**src/hw/rtl/ria_pkg.sv**
```systemverilog
// Package for the integer ALU: command codes, result kinds, stage payload type.
// No dependencies.
`default_nettype none
package ria_pkg;
    localparam int unsigned NumCells = 32;

    typedef enum logic [4:0] {
        CMD_ADD = 5'd0, CMD_SUB = 5'd1, CMD_SLL = 5'd2, CMD_SLT = 5'd3,
        CMD_SLTU = 5'd4, CMD_XOR = 5'd5, CMD_SRL = 5'd6, CMD_SRA = 5'd7,
        CMD_OR = 5'd8, CMD_AND = 5'd9, CMD_MUL = 5'd10, CMD_MULH = 5'd11,
        CMD_MULHSU = 5'd12, CMD_MULHU = 5'd13, CMD_DIV = 5'd14,
        CMD_DIVU = 5'd15, CMD_REM = 5'd16, CMD_REMU = 5'd17
    } cmd_t;

    // Sequence of result kinds at the end of the chain.
    typedef enum logic [2:0] {
        K_DIRECT, K_MULLO, K_MULHI, K_QUOT, K_REMD
    } kind_t;

    // Payload carried cell to cell.
    typedef struct packed {
        logic        vld;
        kind_t       kind;
        logic        zero_rd;
        logic        neg_res;   // negate final (hi product / quotient / remainder)
        logic [31:0] direct;    // result of the direct ops and of divide special cases
        logic        use_direct;
        logic [31:0] dvs;       // divisor magnitude, or multiplicand (b)
        logic [31:0] rem;       // partial remainder, or upper product
        logic [31:0] quo;       // dividend/quotient shift, or lower product
    } cell_t;
endpackage
`default_nettype wire

```
**src/hw/rtl/ria_front.sv**
```systemverilog
// Front stage of the integer ALU: direct ops, special cases, operand prep.
// Depends on ria_pkg.
`default_nettype none
module ria_front (
    input  wire logic [4:0]      command,
    input  wire logic [31:0]     operand_a,
    input  wire logic [31:0]     operand_b,
    input  wire logic [4:0]      dest_reg,
    input  wire logic            vld,
    output ria_pkg::cell_t       seed
);
    logic [4:0]  sh;
    logic        na, nb, ovf, bz;
    logic [31:0] ma, mb;
    logic [31:0] sra_v;

    assign sh  = operand_b[4:0];
    assign na  = operand_a[31];
    assign nb  = operand_b[31];
    assign ovf = (operand_a == 32'h8000_0000) && (operand_b == 32'hffff_ffff);
    assign bz  = (operand_b == 32'd0);
    assign ma  = na ? (32'd0 - operand_a) : operand_a;
    assign mb  = nb ? (32'd0 - operand_b) : operand_b;
    assign sra_v = 32'($signed(operand_a) >>> sh);

    // Decode and prime the chain.
    always_comb begin
        seed = '0;
        seed.vld = vld;
        seed.zero_rd = (dest_reg == 5'd0);
        seed.kind = ria_pkg::K_DIRECT;
        seed.use_direct = 1'b1;
        unique case (command) inside
            ria_pkg::CMD_ADD:  seed.direct = operand_a + operand_b;
            ria_pkg::CMD_SUB:  seed.direct = operand_a - operand_b;
            ria_pkg::CMD_SLL:  seed.direct = operand_a << sh;
            ria_pkg::CMD_SLT:  seed.direct = {31'd0, $signed(operand_a) < $signed(operand_b)};
            ria_pkg::CMD_SLTU: seed.direct = {31'd0, operand_a < operand_b};
            ria_pkg::CMD_XOR:  seed.direct = operand_a ^ operand_b;
            ria_pkg::CMD_SRL:  seed.direct = operand_a >> sh;
            ria_pkg::CMD_SRA:  seed.direct = sra_v;
            ria_pkg::CMD_OR:   seed.direct = operand_a | operand_b;
            ria_pkg::CMD_AND:  seed.direct = operand_a & operand_b;
            ria_pkg::CMD_MUL, ria_pkg::CMD_MULH, ria_pkg::CMD_MULHSU,
            ria_pkg::CMD_MULHU: begin
                seed.use_direct = 1'b0;
                seed.kind = (command == ria_pkg::CMD_MUL) ? ria_pkg::K_MULLO
                                                          : ria_pkg::K_MULHI;
                // Unsigned product, signed operands taken as magnitudes; sign applied at the end.
                if (command == ria_pkg::CMD_MULH) begin
                    seed.quo = ma; seed.dvs = mb; seed.neg_res = na ^ nb;
                end else if (command == ria_pkg::CMD_MULHSU) begin
                    seed.quo = ma; seed.dvs = operand_b; seed.neg_res = na;
                end else begin
                    seed.quo = operand_a; seed.dvs = operand_b;
                end
            end
            ria_pkg::CMD_DIV, ria_pkg::CMD_REM: begin
                seed.kind = (command == ria_pkg::CMD_DIV) ? ria_pkg::K_QUOT
                                                          : ria_pkg::K_REMD;
                seed.quo = ma; seed.dvs = mb;
                seed.neg_res = (command == ria_pkg::CMD_DIV) ? (na ^ nb) : na;
                if (bz)
                    seed.direct = (command == ria_pkg::CMD_DIV) ? 32'hffff_ffff : operand_a;
                else if (ovf)
                    seed.direct = (command == ria_pkg::CMD_DIV) ? operand_a : 32'd0;
                else
                    seed.use_direct = 1'b0;
            end
            ria_pkg::CMD_DIVU, ria_pkg::CMD_REMU: begin
                seed.kind = (command == ria_pkg::CMD_DIVU) ? ria_pkg::K_QUOT
                                                           : ria_pkg::K_REMD;
                seed.quo = operand_a; seed.dvs = operand_b;
                if (bz)
                    seed.direct = (command == ria_pkg::CMD_DIVU) ? 32'hffff_ffff : operand_a;
                else
                    seed.use_direct = 1'b0;
            end
            default: seed.direct = 32'd0;
        endcase
    end
endmodule
`default_nettype wire

```
**config.mk**
```make
export PLATFORM = sky130hd
export DESIGN_NAME = ria_front
export DESIGN_NICKNAME = d
export VERILOG_FILES = /design/src/hw/rtl/ria_pkg.sv /design/src/hw/rtl/ria_front.sv
export SDC_FILE = /design/constraint.sdc
export NUM_CORES = 1
export LEC_CHECK = 0
export BUFFER_PORTS_ARGS = -buffer_cell sky130_fd_sc_hd__buf_2
export CORE_MARGIN = 3
export CORE_UTILIZATION = 45
export DETAILED_ROUTE_END_ITERATION = 16
export PLACE_DENSITY = 0.66
export SLEW_MARGIN = 20
export SYNTH_ARGS = -nofsm -noshare
export SYNTH_HDL_FRONTEND = slang
export SYNTH_SLANG_ARGS = --single-unit
export TNS_END_PERCENT = 50
```
**constraint.sdc**
```tcl
create_clock -name vclk -period 6.7
set_input_delay 0.67 -clock vclk [all_inputs]
set_output_delay 0.67 -clock vclk [all_outputs]
set_load 0.02 [all_outputs]
```
Word-level counts from Yosys, hierarchy flattened
Index checks and enable logic that the tools add are counted.
W data, S select, Z words.

word-level totals
  logic and storage cells = 64
  output and inout port bits = 135
  register bits after elaboration = 0
  input port bits = 75

cells by class
  reductions and logical operators = 7
  muxes and demuxes = 25
  eq/ne operators = 19
  magnitude comparators = 2
  bitwise logic cells = 4
  $add $sub $neg = 4
  shift-type cells = 3

operators by type and width
  cell                     number
  $pmux W32 S12            1
  $mux W32                 11
  $pmux W33 S3             1
  $pmux W32 S3             1
  $eq A32 B32 Y1 const B   2
  $lt A32 B32 Y1           2
  $sub A1 B32 Y32 const A  2
  $eq A5 B4 Y1 const B     8
  $add A32 B32 Y32         1
  $and A32 B32 Y32         1
  $logic_not A32 Y1        1
  $or A32 B32 Y32          1
  $shl A32 B5 Y32          1
  $shr A32 B5 Y32          1
  $sshr A32 B5 Y32         1
  $sub A32 B32 Y32         1
  $xor A32 B32 Y32         1
  $eq A5 B3 Y1 const B     4
  $eq A5 B2 Y1 const B     2
  $eq A5 B5 Y1 const B     2
  $logic_not A5 Y1         2
  $pmux W3 S3              1
  $mux W1                  6
  $mux W3                  2
  other kinds (7)          8

Longest topological paths before layout
  depth after elaboration = 5
  mapped depth = 17
  mapped depth without buffers = 12

Worst setup path after synthesis
OpenSTA, ideal clock, no wires.

  kind = input to output
  start = input port operand_b[1]
  end = output port seed[127] (netlist name)
  arrival time = 4,608 ps
  required time = 6,030 ps
  path buffers = 3
  setup slack = 1,422 ps
  cell stages on the path = 14
  cell sequence = clkinv_1 -> buf_1 -> clkbuf_1 -> clkbuf_1 -> ha_1 -> or3b_2 -> nor4_2 -> nand4b_1 -> a21oi_1 -> a21o_2 -> o21a_4 -> nor4_2 -> a2111oi_4 -> a2bb2oi_2

RTL lines
  element             RTL line         text
  start: declaration  ria_front.sv:7   input wire logic [31:0] operand_b,
  end: declaration    ria_front.sv:10  output ria_pkg::cell_t seed

==> metrics.md <==
| Metric | Value |
|---|---|
| Outcome | `finished clean` |
| Final setup vio count | `0` |
| CP max FO | `23` |
| Nets@finish | `between 2k and 2.5k` |
| Cell Pwr Density | `85.7 mW/mm^2` |
| Area of the die | `0.0283 sq mm` |
| Ant diodes | `0` |
| Fin util | `0.495` |
| Critical Path Sink Type | `output port` |
| Slew margin rel. | `0.247` |
| Synth area leader | `ha_1` |
| Data arrival, critical path | `between 4000 and 5000 ps` |
| Vias | `16.1k` |
| Sequential area share after synthesis | `0` |
| Hold Fails Final Rpt | `0` |
| Slowest cell delay on critical path | `560 ps` |
| Wire per inst | `29.1 um` |
| Overflow after GRT | `0` |
| Tmin final | `5610 ps` |
| Die width | `168 um` |
| # clk buffers | `0` |
| Sequential cell area | `0 sq um` |
| Leakage | `5.58 nW` |
| IO Pins | `210` |
| Total GRT Usage | `0.433` |
| Most frequent cells in the layout | `195 x nor2_1, 194 x nand2_1, 178 x o21ai_0` |
| # port buffers | `176` |
| Leading post-synthesis cells by cell area | `ha_1 12%, o21ai_0 7.5%, a21oi_1 6.9%` |
| Share of the synthesized area in the top cell type | `0.124` |
| Crit share post-route | `0.837` |
| Gpl congestion | `1.11` |
| Tightest Pin Transition | `1130 ps` |
| Setup CP Type | `in2out` |
| Starting Density | `0.463` |
| Max Fclk | `~180 MHz` |
| Initial antenna violation count | `4` |
| Largest net degree at the start of global routing | `69` |
| Pre-CTS setup slack | `1240 ps` |
| Post-CTS Setup Repair Bufs | `0` |
| Core area | `0.0255 sq mm` |
| Critical-path top delay cell | `or3b_2` |
| Final setup TNS | `0 ps` |
| CP cell instances | `buf_4 > inv_1 > ha_1 > or3b_2 > nor4_2 > buf_4 > nand4b_1 > a21oi_1 > a21o_2 > o21a_4 > nor4_2 > a2111oi_4 > a2bb2oi_2 > buf_2` |
| Vias in the first global route | `14.6k` |
| Worst Slack Setup Final | `1090 ps` |
| Hpwl dp | `49.8 mm` |
| RSZ-0062 raised after global routing | `false` |
| Syn Std Cell Area | `~0.012 sq mm` |
| Layout cells sized above 1 | `0.152` |
| Synth Instances | `1873` |
| Family with the most delay on the worst path | `compound AO/OA/AOI/OAI gates` |
| Type of origin of the critical path | `input port` |
| Site row count | `58` |
| Post-CTS Hold Fix Bufs | `0` |
| Max IR drop VDD | `0.0475 mV` |
| Crit path buf inv count | `4` |
| Hold Path Class | `in2out` |
| Pre-antenna DRT Iters | `9` |
| Die Span Y | `168 um` |
| Post_cts resized | `0` |
| Number of vias per cell | `7.19` |
| Post-synth cell types | `between 80 and 90` |
| Drt first-iter violations | `3099` |
| YS warnings | `0` |
| Max-slew violations | `0` |
| Area Growth Syn to Fin | `6.94%` |
| Max cap viols | `0` |
| # DRC | `0` |
| Seq Cell Count | `0` |
| Syn_area_per_cell | `roughly 6.3 sq um` |
| Req. time, crit path | `6030 ps` |
| Commonest non-fill, non-tap cell in the layout | `nor2_1` |
| ANT nets after route | `0` |
| First-pass GRT wire length | `95.6 mm` |
| Total Wirelength | `around 65 mm` |
where the power goes:
part	leakage [nW]	internal [mW]	switching, mW
clock	0	0	0
sequential	0	0	0
combinational	5.58	0.333	0.751
final timing paths:
| path | start | to | slack [ps] | cells past startpoint |
|---|---|---|---|---|
| max | operand_b[0] | seed[127] | 1090 | 14 |
| min | vld | seed[134] | 1340 | 0 |
cells in the mapped netlist (all sizes together) (21+ instances only):
cell,number
a211oi,23
a21o,26
a21oi,164
a221oi,29
a31oi,24
buf,71
clkbuf,126
ha,117
inv,100
mux2,21
mux2i,58
mux4,23
nand2,194
nand2b,24
nand3,38
nor2,197
nor3,47
nor4,21
o211ai,26
o21ai,187
o31ai,38
or3,22
xnor2,23
cell type report:
class                      count  area (sq um)
tap                          330           413
fill                        2764         12900
timing repair buffer         208          1140
inverter                     103           387
multi-input combinational   1604         10700
stage by stage:
| step | hold WS [ps] | std cells | area (sq um) | total power, mW |
|---|---|---|---|---|
| after CTS | 1340 | 2245 | 12700 | 1.04 |
| after floorplan | 1420 | 1904 | 11900 | 0.690 |
| after global routing | 1340 | 2245 | 12700 | 1.14 |
| after global placement | 1340 | 2244 | 12600 | 1.03 |
| final | 1340 | 2245 | 12700 | 1.08 |
| after detailed placement | 1340 | 2245 | 12700 | 1.03 |
logic make-up after synthesis:
family / after synthesis / synth area share
xor gates and xnor gates: 27 / 0.0200
other: 1 / 0.000317
and+or+nand+nor: 643 / 0.256
buffers and inverters: 300 / 0.108
adders and majority gates: 119 / 0.127
AOI/OAI and AO/OA: 681 / 0.375
muxes: 102 / 0.113
layer usage:
metal | up-vias | global-route usage | part of all wire
met5 | - | 0 | 0.00038
met4 | 4 | 0.196 | 0.057
met3 | 236 | 0.0998 | 0.15
met2 | 1384 | 0.647 | 0.42
met1 | 7582 | 0.593 | 0.38
li1 | 6934 | - | -
Power figures use the tool's default switching activity.
