--- src/hw/rtl/ria_pkg.sv ---
// Package for the integer ALU: command codes, result kinds, stage payload type.
// No dependencies.
`default_nettype none
package ria_pkg;
    localparam int unsigned NumCells = 32;

    typedef enum logic [4:0] {
        CMD_ADD = 5'd0, CMD_SUB = 5'd1, CMD_SLL = 5'd2, CMD_SLT = 5'd3,
        CMD_SLTU = 5'd4, CMD_XOR = 5'd5, CMD_SRL = 5'd6, CMD_SRA = 5'd7,
        CMD_OR = 5'd8, CMD_AND = 5'd9, CMD_MUL = 5'd10, CMD_MULH = 5'd11,
        CMD_MULHSU = 5'd12, CMD_MULHU = 5'd13, CMD_DIV = 5'd14,
        CMD_DIVU = 5'd15, CMD_REM = 5'd16, CMD_REMU = 5'd17
    } cmd_t;

    // Sequence of result kinds at the end of the chain.
    typedef enum logic [2:0] {
        K_DIRECT, K_MULLO, K_MULHI, K_QUOT, K_REMD
    } kind_t;

    // Payload carried cell to cell.
    typedef struct packed {
        logic        vld;
        kind_t       kind;
        logic        zero_rd;
        logic        neg_res;   // negate final (hi product / quotient / remainder)
        logic [31:0] direct;    // result of the direct ops and of divide special cases
        logic        use_direct;
        logic [31:0] dvs;       // divisor magnitude, or multiplicand (b)
        logic [31:0] rem;       // partial remainder, or upper product
        logic [31:0] quo;       // dividend/quotient shift, or lower product
    } cell_t;
endpackage
`default_nettype wire

--- src/hw/rtl/ria_cell.sv ---
// One cell of the multiply/divide chain: one shift-add or restoring-divide step.
// Depends on ria_pkg.
`default_nettype none
module ria_cell (
    input  wire logic           aclk,
    input  wire logic           aresetn,
    input  wire logic           en,
    input  wire ria_pkg::cell_t d_in,
    output ria_pkg::cell_t      d_out
);
    ria_pkg::cell_t cell_reg, cell_next;
    logic [32:0] sum;
    logic [32:0] trial;
    logic [31:0] rs;

    // Multiply: add multiplicand (quo lsb selects), shift {rem,quo} right.
    // Divide: shift {rem,quo} left, try subtract divisor.
    always_comb begin
        cell_next = d_in;
        sum = {1'b0, d_in.rem} + (d_in.quo[0] ? {1'b0, d_in.dvs} : 33'd0);
        rs = {d_in.rem[30:0], d_in.quo[31]};
        trial = {d_in.rem[31], rs} - {1'b0, d_in.dvs};
        if (!d_in.use_direct) begin
            if (d_in.kind == ria_pkg::K_MULLO || d_in.kind == ria_pkg::K_MULHI) begin
                cell_next.rem = sum[32:1];
                cell_next.quo = {sum[0], d_in.quo[31:1]};
            end else begin
                cell_next.rem = trial[32] ? rs : trial[31:0];
                cell_next.quo = {d_in.quo[30:0], ~trial[32]};
            end
        end
    end

    always_ff @(posedge aclk) begin
        if (!aresetn) begin
            cell_reg.vld <= 1'b0;
        end else if (en) begin
            cell_reg <= cell_next;
        end
    end

    // Payload bits held without reset beside the valid flag.
    assign d_out = cell_reg;
endmodule
`default_nettype wire

--- config.mk ---
export PLATFORM = sky130hd
export DESIGN_NAME = ria_cell
export DESIGN_NICKNAME = d
export VERILOG_FILES = /design/src/hw/rtl/ria_pkg.sv /design/src/hw/rtl/ria_cell.sv
export SDC_FILE = /design/constraint.sdc
export NUM_CORES = 1
export LEC_CHECK = 0
export BUFFER_PORTS_ARGS = -buffer_cell sky130_fd_sc_hd__buf_4
export CELL_PAD_IN_SITES_DETAIL_PLACEMENT = 0
export CELL_PAD_IN_SITES_GLOBAL_PLACEMENT = 1
export CORE_MARGIN = 2
export CORE_UTILIZATION = 36
export DETAILED_ROUTE_END_ITERATION = 10
export PLACE_DENSITY_LB_ADDON = 0.1
export RECOVER_POWER = 100
export SLEW_MARGIN = 25
export SYNTH_ARGS = -nofsm -noshare
export SYNTH_HDL_FRONTEND = slang
export SYNTH_SLANG_ARGS = --single-unit
--- constraint.sdc ---
create_clock -name aclk -period 4.2 [get_ports aclk]
set_input_delay 0.63 -clock aclk [delete_from_list [all_inputs] [get_ports aclk]]
set_output_delay 0.63 -clock aclk [all_outputs]
set_load 0.05 [all_outputs]
Word level (Yosys, flattened, before mapping)
Cells that the tools add are included.

$mul: 0. $lt $le $gt $ge: 0. Reductions and logical operators: 2. Eq/ne operators: 2. Shift operators: 0. Multiplexer cells: 4. Bitwise logic cells: 1. Divide/modulo/power cells: 0. $add $sub $neg: 2.

Operators by type and width (count): two-way mux 64 bit (2); two-way mux 32 bit (2); adder 32 x 32 -> 33 bit (1); subtractor 33 x 32 -> 33 bit (1); equality test 3 x 1 -> 1 bit (second input constant) (1); equality test 3 x 2 -> 1 bit (second input constant) (1); AND reduction 2 bit (1); logical OR 1 bit (1); NOT 1 bit (1).

Bits of input ports: 138. Memory bits (read-only): 0. Output and inout bits: 135. Bits in latches: 0. Flip-flop bits (word level): 135. Bits in writable memories: 0. Memories kept: 0. Word-level logic and storage cells: 20.

Logic depth before layout (Yosys ltp)
Gate-level depths: netlist of the first run.

Word-level depth: 4. Mapped depth: 13. Mapped depth without buffers: 12.

Worst setup path after synthesis of the first run
Ideal clock, no wire load.

Path type: input port to flip-flop. Start: in en. End: reg cell_reg, in the netlist d_out[0], enable pin. Library setup time: 509 ps. Path buffers: 0. Data arrival time: 3697 ps. Cell stages on the path: 1. Required time: 3691 ps. Setup slack: -5 ps. Cell sequence: and2_1.

Cells in the longest elaborated chain, start to end: 1.

RTL lines: from (decl) (RTL line ria_cell.sv:7) `input wire logic en,`; AND reduction 2 bit (no line); to (signal assigned) (RTL line ria_cell.sv:38) `cell_reg <= cell_next;`; to (decl) (RTL line ria_cell.sv:11) `ria_pkg::cell_t cell_reg, cell_next;`.

Every way passes these cells. A chain may end at the register's enable or synchronous reset.

==> results of run 1 <==
## layout make-up
cell class	count	area (sq um)
Fill cell	2631	13600
Multi-Input combinational cell	703	4890
Sequential cell	135	4040
Timing Repair Buffer	295	1590
Clock buffer	17	425
Tap cell	330	413
Inverter	58	218
Clock inverter	15	160
Antenna cell	1	2.50
## power breakdown
group          switching, W  internal, W
sequential        0.0000319      0.00161
clock              0.000698     0.000840
combinational      0.000968     0.000470
## routing by layer
layer / vias up / GRT usage (%) / wire length (microns)
met1: 3891 / 29.8 / 14000
met3: 38 / 4.15 / 2150
met4: 0 / 6.25 / 519
met5: - / 0 / 0
met2: 294 / 36.2 / 14000
li1: 4034 / - / -
## worst max-delay path, cell delays in order
cell	delay, ps
clkbuf_4	100
inv_1	60
ha_1	220
fa_1	400
nand2b_1	180
a21o_1	190
a22o_1	250
o41ai_4	420
a31oi_1	240
xnor2_4	450
buf_4	300
mux2i_1	190
o21ai_0	80
o22a_1	210
## placed cells by master (no fill, tap or decap), types with 4 or more instances in the layout
| cell | Yosys | layout |
|---|---|---|
| nand3_1 | 9 | 9 |
| nand2b_1 | 7 | 7 |
| inv_6 | 0 | 8 |
| clkbuf_1 | 33 | 174 |
| a211oi_1 | 9 | 9 |
| o211ai_1 | 8 | 8 |
| nand4_1 | 12 | 12 |
| nor2_1 | 42 | 42 |
| xnor2_1 | 35 | 35 |
| clkbuf_16 | 0 | 17 |
| nand2_1 | 87 | 87 |
| clkbuf_4 | 0 | 36 |
| inv_1 | 57 | 57 |
| and2_1 | 35 | 35 |
| or3_1 | 5 | 5 |
| o21a_1 | 11 | 11 |
| o21ai_0 | 71 | 78 |
| ha_1 | 64 | 64 |
| a2111oi_0 | 5 | 5 |
| a22o_1 | 6 | 6 |
| a221oi_1 | 7 | 7 |
| edfxtp_1 | 134 | 134 |
| o21ai_1 | 13 | 6 |
| buf_4 | 0 | 83 |
| nor3_1 | 12 | 12 |
| o31ai_1 | 4 | 4 |
| a31oi_1 | 7 | 8 |
| a21o_1 | 29 | 29 |
| mux2i_1 | 55 | 55 |
| a21oi_1 | 84 | 84 |
| xor2_1 | 24 | 24 |
| o21bai_1 | 6 | 6 |
| nor2b_1 | 6 | 6 |
## metrics by stage
stage	hold WS [ps]	instances	util (%)	power (W)
final	402	1554	46.3	0.00462
after global routing	380	1553	46.3	0.00483
after detailed placement	519	1521	46.7	0.00321
after global placement	516	1521	46.7	0.00321
after CTS	362	1553	49.0	0.00476
after floorplan	729	940	-	0.00270
## cells by family after synthesis
logic type               share of synthesized area [%]
adder cells (fa/ha/maj)                           9.00
XOR/XNOR                                          5.82
buffers and inverters                             4.38
flip-flops                                        43.3
AND/OR/NAND/NOR                                   11.7
multiplexers                                      6.01
AO/OA/AOI/OAI                                     19.8
## path summary, 6_finish.rpt
kind                      to  slack [ps]  depth (start not counted)
setup / recovery   d_out[55]         440                         14
hold reg to reg   d_out[134]         530                          2
setup reg to reg  d_out[134]        3610                          2
hold / removal    d_out[126]         400                          1
==> results.tsv, run 1 <==
stage	metric	value	unit
timing	worst slew pin tran	2660	ps
setup_path	CP Launch Point	d_in[31]	
floorplan	die area	0.0273	sq mm
power	PwrDens	394	mW/mm^2
timing	setup ws final	440	ps
placed_design	gpl congestion	0.868	
synthesis	Cell variety after synth	68	
cells_and_area	layout cells sized above 1	13.1	%
placed_design	dpl ws	96.7	ps
routing	Initial DRT Pass Iterations	5	
setup_path	Arr. time, crit path	3930	ps
routing	routed length per placed instance	19.8	microns
cells_and_area	Area Growth Syn to Fin	25.6	%
job	Max-Cap Viols	2	
setup_path	CP startpoint kind	input port	
grt	number of global-route vias before repair	7919	
clock_network	CTS tree	done	
synthesis	Synth Cell Area	0.00935	sq mm
clock_network	Clock Tree Buf Depth	2	
routing	Post-route DRC	0	
clock_network	post-cts resize count	0	
synthesis	Synth area leader	edfxtp_1	
setup_path	endpoint class of the critical path	flop	
floorplan	Initial Utilization	36.9	%
setup_path	Setup Crit Path Kind	input port to flop	
placed_design	Placed Area	0.0118	sq mm
routing	DRT iter0 DRCs	631	
synthesis	top-area cell type share of the netlist area	43.1	%
timing	final clock skew	0	ps
routing	detailed-route via count	8257	
routing	routed vias/inst	5.31	
grt	residual overflow from global routing	0	
placed_design	HPWL Detailed	23600	microns
floorplan	Core Footprint	0.0253	sq mm
floorplan	Die Y	165	microns
timing	Rel. slew slack	-77.1	%
timing	Final period util	89.5	%
power	IR drop worst, VDD	0.224	mV
outcome	status	complete, but fails checks	
cells_and_area	Final Net Count	1414	
clock_network	CTS Hold Bufs	0	
synthesis	leading post-synthesis cells by cell area	edfxtp_1 43%, ha_1 8.6%, mux2i_1 5.9%	
synthesis	average cell area after synthesis	9.94	sq um
synthesis	Top FF cell, synth	edfxtp_1	
timing	Setup violations, final	0	
timing	Slew Limit Fails	80	
grt	largest net degree at the start of global routing	78	
setup_path	reg2reg start	d_out[134]	
min_path	Hold Path Class	input port to flop	
timing	RSZ-0062 raised after global routing	false	
grt	gr usage total	22.1	%
cells_and_area	max reg flops	135	
timing	fmax	266	MHz
clock_network	H-tree depth	4	
outcome	failing checks	max-capacitance violations, max-slew violations	
setup_path	Worst Path Max Fanout	12	
routing	Post-DRT Antenna Nets	0	
floorplan	row count	58	
power	leak pwr	4.87	nW
routing	final WL	30700	microns
grt	first-pass GRT wire length	45700	microns
min_path	Hold Crit Start	d_in[126]	
cells_and_area	post-route cell area	0.0117	sq mm
timing	Fin. Hold Viols	0	
clock_network	clock sink total	135	
synthesis	sequential element share of the synthesized area	43.3	%
clock_network	postcts setup bufs	0	
synthesis	most common cell in the synthesized netlist	edfxtp_1	
synthesis	Post-synth EDFFs	134	
synthesis	Syn. warnings	0	
clock_network	clock-pin slew on the worst setup and hold paths	70	ps
clock_network	clk root buf	clkbuf_16	
clock_network	clock buffer count from CTS	17	
grt	antenna violations before repair	0	
placed_design	I/O Buffers	272	
floorplan	num ports	273	
synthesis	synthesized net count	1144	
synthesis	ys async rst share	0	%
floorplan	DIE WIDTH	165	microns
synthesis	Synth Instances	940	
synthesis	Synth top cells by count	134 x edfxtp_1, 87 x nand2_1, 84 x a21oi_1	
timing	TNS Setup	0	ps
clock_network	clock latency at the later pin of the worst-skew pair	420	ps
synthesis	flops & latches, synth	135	
setup_path	data required time of the worst path	4370	ps
timing	Final Critical Period	3760	ps
Note: power is estimated with default switching activity, not from simulation.
==> run 2, diff against run 1 <==
--- a/config.mk
+++ b/config.mk
@@ -11,7 +11,7 @@
 export CORE_MARGIN = 2
 export CORE_UTILIZATION = 36
 export DETAILED_ROUTE_END_ITERATION = 10
-export PLACE_DENSITY_LB_ADDON = 0.1
+export PLACE_DENSITY = 0.81
 export RECOVER_POWER = 100
 export SLEW_MARGIN = 25
 export SYNTH_ARGS = -nofsm -noshare
==> results.tsv, run 2 (same netlist as run 1, synthesis figures left out) <==
stage	metric	value	unit	change
outcome	status	complete, but fails checks		
outcome	failing checks	max-capacitance violations, max-slew violations		
clock_network	clock-pin slew on the worst setup and hold paths	70	ps	about the same
floorplan	Core Footprint	0.0253	sq mm	unchanged
timing	setup ws final	403	ps	-37.4 ps
setup_path	Worst Path Max Fanout	11		-1
floorplan	row count	58		unchanged
placed_design	dpl ws	112	ps	+15.3 ps
power	PwrDens	390	mW/mm^2	-0.95%
timing	worst slew pin tran	3260	ps	+608 ps
grt	first-pass GRT wire length	45100	microns	-1.2%
cells_and_area	Area Growth Syn to Fin	24.8	%	
setup_path	Arr. time, crit path	4000	ps	+70 ps
setup_path	data required time of the worst path	4400	ps	+30 ps
setup_path	endpoint class of the critical path	flop		
timing	Final Critical Period	3800	ps	+37.4 ps
placed_design	I/O Buffers	272		unchanged
placed_design	Placed Area	0.0118	sq mm	-0.21%
routing	detailed-route via count	8336		+0.96%
power	leak pwr	4.83	nW	-0.80%
cells_and_area	post-route cell area	0.0117	sq mm	-0.60%
timing	TNS Setup	0	ps	unchanged
routing	Post-DRT Antenna Nets	0		unchanged
power	IR drop worst, VDD	0.225	mV	+0.59%
cells_and_area	most frequent cells in the layout	174 x clkbuf_1, 134 x edfxtp_1, 87 x nand2_1, 84 x a21oi_1, 79 x o21ai_0		
clock_network	clock buffer count from CTS	17		unchanged
grt	number of global-route vias before repair	8131		+2.7%
cells_and_area	Layout fillers	2562		-2.6%
routing	Post-route DRC	0		unchanged
job	Max-Cap Viols	2		unchanged
routing	routed length per placed instance	19.5	microns	-1.1%
clock_network	clock latency at the later pin of the worst-skew pair	420	ps	about the same
floorplan	DIE WIDTH	165	microns	unchanged
timing	worst hold slack	401	ps	-1.70 ps
cells_and_area	max reg flops	135		unchanged
cells_and_area	Final Net Count	1409		-0.35%
grt	gr usage total	21.6	%	-0.47 points
grt	residual overflow from global routing	0		unchanged
floorplan	num ports	273		unchanged
setup_path	CP startpoint kind	input port		
floorplan	Die Y	165	microns	unchanged
clock_network	clock sink total	135		unchanged
placed_design	HPWL Detailed	23300	microns	-1.4%
clock_network	postcts setup bufs	0		unchanged
routing	final WL	30200	microns	-1.5%
timing	fmax	263	MHz	-0.98%
clock_network	clk root buf	clkbuf_16		
floorplan	die area	0.0273	sq mm	unchanged
clock_network	CTS Hold Bufs	0		unchanged
clock_network	H-tree depth	4		unchanged
timing	final clock skew	0	ps	unchanged
timing	RSZ-0062 raised after global routing	false		
min_path	Hold Path Class	input port to flop		
timing	Setup violations, final	0		unchanged
floorplan	Initial Utilization	36.9	%	unchanged
timing	Fin. Hold Viols	0		unchanged
routing	DRT iter0 DRCs	635		+0.63%
grt	largest net degree at the start of global routing	73		-6.4%
clock_network	CTS tree	done		
clock_network	Clock Tree Buf Depth	2		unchanged
routing	Initial DRT Pass Iterations	6		+1
cells_and_area	commonest non-fill, non-tap cell in the layout	clkbuf_1		
clock_network	post-cts resize count	0		unchanged
setup_path	Setup Crit Path Kind	input port to flop		
timing	Slew Limit Fails	124		+55%
placed_design	gpl congestion	0.945		+8.9%
routing	routed vias/inst	5.39		+1.3%
grt	antenna violations before repair	0		unchanged
timing	Final period util	90.4	%	+0.89 points
cells_and_area	final core occ	46.1	%	-0.28 points
cells_and_area	layout cells sized above 1	12.8	%	-0.27 points
cells_and_area	diode count	0		-1
timing	Rel. slew slack	-118	%	-41 points
run 2: critical path, stage by stage:
cell	delay, ps
clkbuf_4	110
inv_1	60
ha_1	220
fa_1	410
nand2b_1	180
a21o_1	190
a22o_1	260
o41ai_4	440
a31oi_1	250
xnor2_4	430
clkbuf_2	350
mux2i_1	120
a222oi_1	340
run 2: path summary, 6_finish.rpt:
check	start	end	slack, ps	depth (start not counted)
max	d_in[31]	d_out[60]	400	13
min	d_in[101]	d_out[101]	400	1
min reg2reg	d_out[134]	d_out[134]	570	2
max reg2reg	d_out[134]	d_out[134]	3560	2
run 2: metal layers:
layer	GRT usage (%)	routed length, microns	share of wire, %
met3	4.10	2370	7.8
met2	36.1	14100	47
met5	0	0	0
met4	6.52	628	2.1
met1	28.5	13200	44
run 2: layout make-up:
class,instances,area (sq um),area share (%)
inverter,58,218,1.87
clock inverter,15,133,1.14
multi-input combinational,703,4890,41.9
tap,330,413,3.54
timing repair buffer,290,1540,13.2
sequential,135,4040,34.7
clock buffer,17,425,3.65
run 2: power by group:
group          switching (W)  leakage (nW)  internal, W
sequential         0.0000338          1.26      0.00161
combinational       0.000965          3.30     0.000465
clock               0.000692         0.267     0.000781
total                0.00169          4.83      0.00286
run 2: metrics by stage:
stage | power (W) | std cells
after global routing | 0.00475 | 1548
after detailed placement | 0.00320 | 1516
final | 0.00455 | 1548
after floorplan | 0.00270 | 940
after CTS | 0.00468 | 1548
after global placement | 0.00319 | 1516
==> run 3, diff against run 2 <==
--- a/config.mk
+++ b/config.mk
@@ -6,12 +6,13 @@
 export NUM_CORES = 1
 export LEC_CHECK = 0
 export BUFFER_PORTS_ARGS = -buffer_cell sky130_fd_sc_hd__buf_4
+export CAP_MARGIN = 10
 export CELL_PAD_IN_SITES_DETAIL_PLACEMENT = 0
 export CELL_PAD_IN_SITES_GLOBAL_PLACEMENT = 1
 export CORE_MARGIN = 2
-export CORE_UTILIZATION = 36
+export CORE_UTILIZATION = 40
 export DETAILED_ROUTE_END_ITERATION = 10
-export PLACE_DENSITY = 0.81
+export PLACE_DENSITY = 0.85
 export RECOVER_POWER = 100
 export SLEW_MARGIN = 25
 export SYNTH_ARGS = -nofsm -noshare
==> constraint.sdc (replaced) <==
create_clock -name aclk -period 4.28 [get_ports aclk]
set_input_delay 0.642 -clock aclk [delete_from_list [all_inputs] [get_ports aclk]]
set_output_delay 0.642 -clock aclk [all_outputs]
set_load 0.05 [all_outputs]
==> results.tsv, run 3 (same netlist as run 1, synthesis figures left out) <==
stage	metric	value	unit	change
routing	Post-DRT Antenna Nets	0		unchanged
clock_network	CTS tree	done		
clock_network	clock sink total	135		unchanged
cells_and_area	diode count	0		unchanged
routing	final WL	29400	microns	-2.9%
floorplan	die area	0.0246	sq mm	-9.8%
timing	Final period util	88.1	%	
timing	Setup violations, final	0		unchanged
power	Pint	0.00291	W	+1.8%
setup_path	reg2reg start	d_out[134]		
timing	TNS Setup	0	ps	unchanged
routing	routed length per placed instance	19.2	microns	-1.5%
floorplan	num ports	273		unchanged
job	Max-Cap Viols	3		+1
setup_path	Arr. time, crit path	3950	ps	-50 ps
power	clock power share	33.6	%	+1.2 points
setup_path	R2R depth	2		unchanged
timing	Rel. slew slack	-105	%	+13 points
routing	Post-route DRC	0		unchanged
floorplan	DIE WIDTH	157	microns	-5.0%
setup_path	Setup Crit Path Kind	input port to flop		
routing	met3 wire len	1930	microns	-19%
power	Sw Share	35.9	%	-1.2 points
floorplan	row count	55		-5.2%
routing	detailed-route via count	8253		-1.0%
clock_network	Clock Tree Buf Depth	2		unchanged
placed_design	HPWL Detailed	22400	microns	-4.0%
power	IR drop worst, VDD	0.234	mV	+3.8%
power	combinational share of power	30.9	%	-0.6 points
timing	setup ws final	511	ps	+108 ps
min_path	hold endpoint	d_out[111]		
outcome	status	complete, but fails checks		
cells_and_area	most frequent cells in the layout	175 x clkbuf_1, 134 x edfxtp_1, 87 x nand2_1, 84 x a21oi_1, 75 x o21ai_0		
cells_and_area	Final Net Count	1404		-0.35%
grt	gr usage total	23.0	%	+1.4 points
routing	metal1 wirelength	12700	microns	-3.4%
min_path	worst hold stages	1		unchanged
clock_network	post-cts resize count	0		unchanged
routing	DRT iter0 DRCs	482		-24%
timing	Slew Limit Fails	118		-4.8%
cells_and_area	Area Growth Syn to Fin	24.6	%	
routing	routed vias/inst	5.41		+0.50%
placed_design	Placed Area	0.0117	sq mm	-0.61%
grt	first-pass GRT wire length	43500	microns	-3.5%
routing	routed wl met2	14200	microns	+0.97%
min_path	Hold Crit Start	d_in[111]		
floorplan	Die Y	157	microns	-5.0%
cells_and_area	commonest non-fill, non-tap cell in the layout	clkbuf_1		
placed_design	I/O Buffers	272		unchanged
floorplan	Core Footprint	0.0228	sq mm	-10%
clock_network	postcts setup bufs	0		unchanged
cells_and_area	layout cells sized above 1	12.5	%	-0.35 points
power	PwrDens	390	mW/mm^2	about the same
grt	antenna violations before repair	0		unchanged
power	fraction of power consumed by sequential logic	35.4	%	-0.8 points
clock_network	clock-pin slew on the worst setup and hold paths	70	ps	about the same
cells_and_area	Layout fillers	2254		-12%
setup_path	R2R Setup Slk	3690	ps	+130 ps
power	leak pwr	4.81	nW	-0.37%
timing	Fin. Hold Viols	0		unchanged
cells_and_area	Multi-input gate area	0.00489	sq mm	about the same
power	Switch Pwr	0.00163	W	-3.5%
grt	largest net degree at the start of global routing	93		+27%
routing	Initial DRT Pass Iterations	5		-1
timing	Final Critical Period	3770	ps	
clock_network	clock buffer count from CTS	17		unchanged
cells_and_area	max reg flops	135		unchanged
setup_path	endpoint class of the critical path	flop		
floorplan	Initial Utilization	41.0	%	+4.1 points
placed_design	dpl ws	271	ps	+159 ps
min_path	Hold Path Class	input port to flop		
timing	fmax	265	MHz	
grt	number of global-route vias before repair	7774		-4.4%
setup_path	reg2reg end	d_out[134]		
clock_network	clock latency at the later pin of the worst-skew pair	410	ps	about the same
cells_and_area	post-route cell area	0.0116	sq mm	-0.21%
timing	RSZ-0062 raised after global routing	false		
clock_network	H-tree depth	4		unchanged
timing	final clock skew	0	ps	unchanged
cells_and_area	sequential standard cell area	0.00404	sq mm	unchanged
clock_network	CTS Hold Bufs	0		unchanged
clock_network	clk root buf	clkbuf_16		
timing	worst slew pin tran	3080	ps	-189 ps
setup_path	Worst Path Max Fanout	45		+34
setup_path	CP startpoint kind	input port		
placed_design	gpl congestion	0.914		-3.4%
routing	DR top layer	met4		
outcome	failing checks	max-capacitance violations, max-slew violations		
setup_path	data required time of the worst path	4460	ps	+60 ps
grt	residual overflow from global routing	0		unchanged
## run 3: cell types whose count changed in the layout (fill, tap and decap cells not counted), sizes merged
cell	previous run	this run
buf	79	74
clkinvlp	3	4
inv	66	65
clkinv	4	1
bufinv	0	2
## run 3: worst max path at each step
stage,from,endpoint,slack [ps],cells after the start
6_report,d_in[132],d_out[41],510,6
3_5_place_dp,d_in[0],d_out[63],270,14
3_3_place_gp,d_in[0],d_out[63],370,14
4_1_cts,d_in[0],d_out[63],690,14
2_1_floorplan,en,d_out[0],60,1
5_1_grt,d_in[132],d_out[35],330,7
## run 3: final cells by class
type                            instances  share of cell area (%)
Clock buffer                           17                    3.65
Clock inverter                         14                    1.40
Inverter                               58                    1.87
Multi-Input combinational cell        703                    42.0
Sequential cell                       135                    34.7
Tap cell                              313                    3.36
Timing Repair Buffer                  285                    13.0
## run 3: power groups by stage
stage | Combinational [W] | Sequential [W] | Clock [W]
floorplan | 0.000672 | 0.00198 | 0
global placement | 0.00149 | 0.00164 | 0
detailed placement | 0.00149 | 0.00164 | 0
CTS | 0.00150 | 0.00161 | 0.00156
global route | 0.00151 | 0.00162 | 0.00160
finish | 0.00140 | 0.00161 | 0.00153
## run 3: routing by layer
layer	global-route usage, %	up-vias
met5	0	-
met4	6.29	0
met3	4.65	30
met2	39.5	317
met1	29.5	3895
li1	-	4011
## run 3: worst max-delay path, cell delays in order
cell and delay (ps):
clkbuf_4 120, xor2_1 170, nand2b_2 290, clkbuf_1 2030
o211ai_1 310, a22o_1 330
## run 3: through the flow
stage	power, W	util [%]	instances	hold slack (ps)
final	0.00454	51.1	1525	414
after global routing	0.00473	51.1	1525	400
after detailed placement	0.00313	51.4	1494	523
after global placement	0.00313	51.4	1494	504
after CTS	0.00467	54.0	1525	376
after floorplan	0.00266	-	940	741
